`config.mk`:
```
export PLATFORM = sky130hd
export DESIGN_NAME = kkc_find_unit
export DESIGN_NICKNAME = d
export VERILOG_FILES = /design/src/rtl/kkc_pkg.sv /design/src/rtl/kkc_find_unit.sv
export SDC_FILE = /design/constraint.sdc
export NUM_CORES = 1
export LEC_CHECK = 0
export ABC_AREA = 1
export BUFFER_PORTS_ARGS = -buffer_cell sky130_fd_sc_hd__buf_2
export CAP_MARGIN = 15
export CORE_MARGIN = 1.5
export CORE_UTILIZATION = 40
export CTS_CLUSTER_DIAMETER = 200
export DETAILED_ROUTE_END_ITERATION = 16
export PLACE_DENSITY = 0.75
export REMOVE_ABC_BUFFERS = 1
export SLEW_MARGIN = 20
export SYNTH_ARGS = -nofsm -noshare
export SYNTH_HDL_FRONTEND = slang
export SYNTH_SLANG_ARGS = --single-unit
```
`constraint.sdc`:
```
create_clock -name clk -period 2.4 [get_ports clk]
set_input_delay 0.6 -clock clk [delete_from_list [all_inputs] [get_ports clk]]
set_output_delay 0.6 -clock clk [all_outputs]
set_load 0.02 [all_outputs]
```
`src/rtl/kkc_pkg.sv`:
```
// ----------------------------------------------------------------------------
// kkc_pkg: shared types and constants for the k-clustering unit
// Holds the vertex limit, field widths, register indices and the structs that
// run between the sequencer, the find walker and the parent table.
// ----------------------------------------------------------------------------
package kkc_pkg;

	localparam int MAX_VERTICES = 1024;
	// Vertex fields are ten bits wide, so no more than 1024 vertices are usable.
	localparam int VTX_LIMIT    = (MAX_VERTICES < 1024) ? MAX_VERTICES : 1024;
	localparam int ADDR_W       = (VTX_LIMIT > 1) ? $clog2(VTX_LIMIT) : 1;
	localparam int VTX_W        = 10;
	localparam int CFG_W        = 11;

	localparam logic REG_VERTEX_COUNT    = 1'b0;
	localparam logic REG_CLUSTERS_WANTED = 1'b1;

	typedef logic [VTX_W-1:0]  vtx_t;
	typedef logic [CFG_W-1:0]  cfg_t;
	typedef logic [ADDR_W-1:0] addr_t;

	typedef struct packed {
		logic start;
		vtx_t vtx;
		cfg_t limit;
	} find_req_t;

	typedef struct packed {
		logic done;
		vtx_t root;
	} find_rsp_t;

	typedef struct packed {
		logic  rd_en;
		addr_t rd_addr;
	} mem_rd_t;

	typedef struct packed {
		logic  we;
		addr_t addr;
		vtx_t  data;
	} mem_wr_t;

	// Only vertices below the usable limit ever reach the table.
	function automatic addr_t to_addr(input vtx_t v);
		return v[ADDR_W-1:0];
	endfunction

endpackage

```
`src/rtl/kkc_find_unit.sv`:
```
// ----------------------------------------------------------------------------
// kkc_find_unit: root walker
// Climbs the parent chain one table read per cycle until an entry points at
// itself; a vertex at or above the usable limit is its own root.
// ----------------------------------------------------------------------------
module kkc_find_unit (
	input  logic              clk,
	input  logic              arst_n,
	input  kkc_pkg::find_req_t req,
	output kkc_pkg::find_rsp_t rsp,
	output kkc_pkg::mem_rd_t   rd,
	input  kkc_pkg::vtx_t      rd_data
);

	localparam logic [1:0] F_IDLE = 2'd0;
	localparam logic [1:0] F_WALK = 2'd1;
	localparam logic [1:0] F_HIT  = 2'd2;

	logic [1:0]    state_q;
	kkc_pkg::vtx_t cur_q;
	logic          walk_stop;
	logic          in_range;

	// Parents never sit above their child, so the chain ends where p >= v.
	assign walk_stop = (rd_data >= cur_q);
	assign in_range  = ({1'b0, req.vtx} < req.limit);

	always_comb begin
		rsp.done   = ((state_q == F_WALK) && walk_stop) || (state_q == F_HIT);
		rsp.root   = cur_q;
		rd.rd_en   = (req.start && in_range) || ((state_q == F_WALK) && !walk_stop);
		rd.rd_addr = req.start ? kkc_pkg::to_addr(req.vtx) : kkc_pkg::to_addr(rd_data);
	end

	always_ff @(posedge clk or negedge arst_n) begin
		if (!arst_n) begin
			state_q <= F_IDLE;
		end else if (req.start) begin
			state_q <= in_range ? F_WALK : F_HIT;
		end else begin
			case (state_q)
				F_WALK: begin
					if (walk_stop) begin
						state_q <= F_IDLE;
					end
				end
				F_HIT:   state_q <= F_IDLE;
				default: state_q <= F_IDLE;
			endcase
		end
	end

	always_ff @(posedge clk) begin
		if (req.start) begin
			cur_q <= req.vtx;
		end else if ((state_q == F_WALK) && !walk_stop) begin
			cur_q <= rd_data;
		end
	end

endmodule

```
## After elaboration in Yosys (flattened, before gate mapping)

Cells that the tools add are included.

- Reduce and logical (&&, ||, !) cells: 7
- Muxes and demuxes: 7
- Equality and inequality tests: 3
- Order comparisons: 2

Operators with widths:

| operator | number |
|---|---|
| 10-bit two-way mux | 3 |
| 10-bit by 11-bit < comparator with 1-bit output | 1 |
| 10-bit greater-or-equal comparator | 1 |
| 2-bit two-way mux | 4 |
| 1-bit logical AND | 3 |
| 3-bit inequality test, second input constant | 1 |
| 2-bit by 1-bit == test with 1-bit output, second input constant | 1 |
| 2-bit == test, second input constant | 1 |
| 1-bit logical OR | 2 |
| 2-bit nonzero test | 1 |
| 1-bit zero test | 1 |

- Logic and storage cells: 21
- Input bits: 34
- Output and inout bits: 22
- Register bits after elaboration: 12

## Longest topological paths before layout

- Depth in word-level cells: 5
- Mapped depth: 10
- Depth with buffers taken out: 10

## Least setup slack after synthesis

No wires, ideal clock.

- Path kind: input port to output port
- Start point: input rd_data[9]
- End point: output rd[10] (netlist bit)
- Cell stages on the path: 7
- Required time: 1.800 ns
- Arrival: 1.497 ns
- Buffers on the path: 0
- Path slack: 0.303 ns
- Cells stage by stage: ha_1 > a21o_1 > nor2_1 > nand2_1 > nor2_2 > nand2_1 > nand2_1

RTL lines:

| item | RTL line | RTL |
|---|---|---|
| from (decl) | kkc_find_unit.sv:12 | `input kkc_pkg::vtx_t rd_data` |
| to (decl) | kkc_find_unit.sv:11 | `output kkc_pkg::mem_rd_t rd,` |

==> flow_summary_export.csv <==
group,metric,value,unit
hold_path,min-delay-path-class,"input port to asynchronous set/reset pin",
drt,detailroute.wirelength.met2,1.15,mm
synth,post_synthesis_compound_gate_area_fraction,0.0576,
layout,final_design_area_no_fill,0.00146,mm2
die,die_span_in_y,54.6,um
timing,actual_slew_at_the_worst_max_slew_pin,0.425,ns
cts,clockRootBuffer,"sky130_fd_sc_hd__clkbuf_4",
cts,depth_of_the_cts_h_tree,1,
synth,yosys_warns,0,
run_status,outcome,"complete, no violations",
worst_setup_path,worstSetupEndpointType,"output port",
timing,final.min_clock_period,2.29,ns
layout,drive_gt1_frac,0.345,
placement,globalplace.congestion,0.727,
worst_setup_path,timing.critical_path.required,1.80,ns
synth,post_synthesis_register_bit_count,12,
timing,final_critical_path_setup_slack,0.109,ns
layout,total_number_of_nets_in_the_final_design,257,
worst_setup_path,critPathMaxStageDelay,0.28,ns
global_routing,global_route_wire_length_before_repair,3.22,mm
drt,drc,0,
placement,hpwlAfterDp,1.94,mm
synth,post_synth_mux_area_share,0,
worst_setup_path,cp.buffers_inverters,4,
synth,post_synth_simple_gate_area,0.267,
cts,tritoncts.num_buffers,3,
cts,clkSinkCount,12,
placement,port_buffers,55,
synth,synth_xor_xnor_area_share,0,
synth,synth_top_family_by_area,"simple AND/OR/NAND/NOR gates",
global_routing,grt_antenna_before_repair,0,
power,vdd_ir_drop_max,0.237,mV
drt,drt_first_iter_violations,22,
layout,flow.area_growth_from_synthesis,36.9,%
cts,cts_post_setup_buffers_inserted,0,
timing,setup_viol,0,
die,pin_count,56,
drt,top_signal_layer_used,"met4",
drt,avgViaCountPerCell,4.42,
die,starting_density,0.425,
synth,post-synth-top-area-fraction,0.282,
die,die_w,54.6,um
global_routing,grt_overflow,0,
flow_run,timing.max_cap.violations,0,
cts,tritoncts,"built",
global_routing,grt_start_max_net_pins,15,
synth,synthesis.area_per_instance,7.28,um2
worst_setup_path,worstSetupStartpointType,"input port",
timing,timing.slew.headroom,0.716,
power,power.leakage,0.879,nW
synth,seq_area_frac_synth,0.329,
timing,fin_tns_setup,0,ns
worst_setup_path,arrival,1.69,ns
synth,synth.distinct_cells,14,
cts,cts.path.max_buffers,2,
cts,clock_latency,0.26,ns
drt,route.antenna.remaining_nets,0,
drt,wl_met3,39,um
timing,finalClockSkew,0.00607,ns
synth,syn-cell-area,0.00106,mm2
global_routing,grtUsageTotal,0.150,
drt,drtPass1Iterations,4,
drt,wl,2.26,mm
layout,antenna_cells_inserted,0,
worst_setup_path,path_class,"input port to output port",
synth,synthesis.instances,146,
worst_setup_path,path_delay_family,"simple AND/OR/NAND/NOR gates",
die,core_area,0.00250,mm2
global_routing,grt_pass1_vias,836,
drt,met1_length,1.03,mm
timing,final.hold.worst_slack,0.108,ns
placement,dpl_worst_slack,0.0785,ns
die,placement_rows,18,
drt,num_vias,1030,
drt,wl_per_cell,9.70,um
timing,fmaxAchievable,0.436,GHz
timing,report.final.slew_viol_count,0,
cts,path_clk_slew,0.07,ns
timing,timing.final.hold_violations,0,
worst_setup_path,worstPathCellList,"buf_2, inv_1, ha_4, inv_1, nor2_1, nand3_1, nor2_1, nand2_1, nand4_1, nand2_1, buf_6",
synth,synth-adder-area-share,0.224,
placement,total_cell_area_at_the_placement_stage,0.00137,mm2
power,p_per_area,464,mW/mm2
worst_setup_path,critical_path_peak_fanout,3,
synth,synth.area.top_cells,"sky130_fd_sc_hd__edfxtp_1, sky130_fd_sc_hd__ha_1, sky130_fd_sc_hd__nand2_1",
synth,yosys.area.top_type,"sky130_fd_sc_hd__edfxtp_1",
die,die_area,0.00298,mm2
timing,timing.final.crit_share,0.955,
worst_setup_path,standard_cell_with_the_maximum_stage_delay_on_the_critical_path,"sky130_fd_sc_hd__ha_4",
registers in the layout, indices dropped and copies added, names as in the netlist:
register and cells:
cur_q 10, state_q 2
layout by cell type (no fill, tap or decap):
cell type and count:
sky130_fd_sc_hd__a21boi_2 1, sky130_fd_sc_hd__a21o_1 2, sky130_fd_sc_hd__a21oi_1 5, sky130_fd_sc_hd__buf_2 54, sky130_fd_sc_hd__buf_6 1, sky130_fd_sc_hd__clkbuf_1 1, sky130_fd_sc_hd__clkbuf_4 3, sky130_fd_sc_hd__dfrtp_1 2
sky130_fd_sc_hd__edfxtp_1 10, sky130_fd_sc_hd__ha_1 15, sky130_fd_sc_hd__ha_4 4, sky130_fd_sc_hd__inv_1 30, sky130_fd_sc_hd__inv_2 2, sky130_fd_sc_hd__nand2_1 52, sky130_fd_sc_hd__nand2_2 3, sky130_fd_sc_hd__nand3_1 8
sky130_fd_sc_hd__nand4_1 1, sky130_fd_sc_hd__nor2_1 5, sky130_fd_sc_hd__nor2_2 2, sky130_fd_sc_hd__o21ai_0 2
Yosys cell counts, drive strengths merged:
| cell | n |
|---|---|
| a21o | 2 |
| nand2 | 55 |
| nor2 | 7 |
| dfrtp | 2 |
| a21oi | 5 |
| nand3 | 8 |
| buf | 2 |
| o21ai | 2 |
| nand4 | 1 |
| a21boi | 1 |
| inv | 32 |
| edfxtp | 10 |
| ha | 19 |
through the flow:
step                instances   util  power, W
floorplan                 144      -  0.000440
CTS                       233  0.557  0.000661
global route              233  0.583  0.000726
finish                    233  0.583  0.000676
global placement          229  0.547  0.000533
detailed placement        229  0.547  0.000535
repair_timing:
| item | CTS | global route |
|---|---|---|
| gates resized for setup | 0 | 11 |
| hold buffers | 0 | 0 |
| setup endpoints to repair | 0 | 1 |
routing by layer:
metal,up-vias,GRT usage
met5,-,0
met4,0,0.0750
met3,4,0
met2,19,0.249
met1,433,0.203
li1,574,-
layout make-up:
type,instances,area [um2]
inverter,32,120
sequential,12,350
clock buffer,4,26.3
fill,245,1040
timing repair buffer,55,282
multi-input combinational,100,641
tap,30,37.5
where the power goes:
| group | internal (W) | switching, W |
|---|---|---|
| Combinational | 0.000113 | 0.000172 |
| Sequential | 0.000256 | 0.0000106 |
| Clock | 0.0000642 | 0.0000610 |
| Total | 0.000433 | 0.000243 |
cells by family after synthesis:
| logic type | Yosys count |
|---|---|
| AO/OA/AOI/OAI | 10 |
| adder cells (fa/ha/maj) | 19 |
| flip-flops | 12 |
| AND/OR/NAND/NOR | 71 |
| buffers and inverters | 34 |
worst paths after layout:
kind	start	end	slack, ns	cells after the start
worst max-delay path	req[9]	rd[10]	0.11	11
max in group asynchronous	arst_n	state_q[0]	2.20	1
worst min register to register	state_q[1]	state_q[0]	0.57	3
worst max register to register	cur_q[9]	cur_q[8]	0.52	8
worst min-delay path	arst_n	state_q[1]	0.11	1
min in group clk	state_q[1]	state_q[0]	0.57	3
Power figures use the tool's default switching activity.
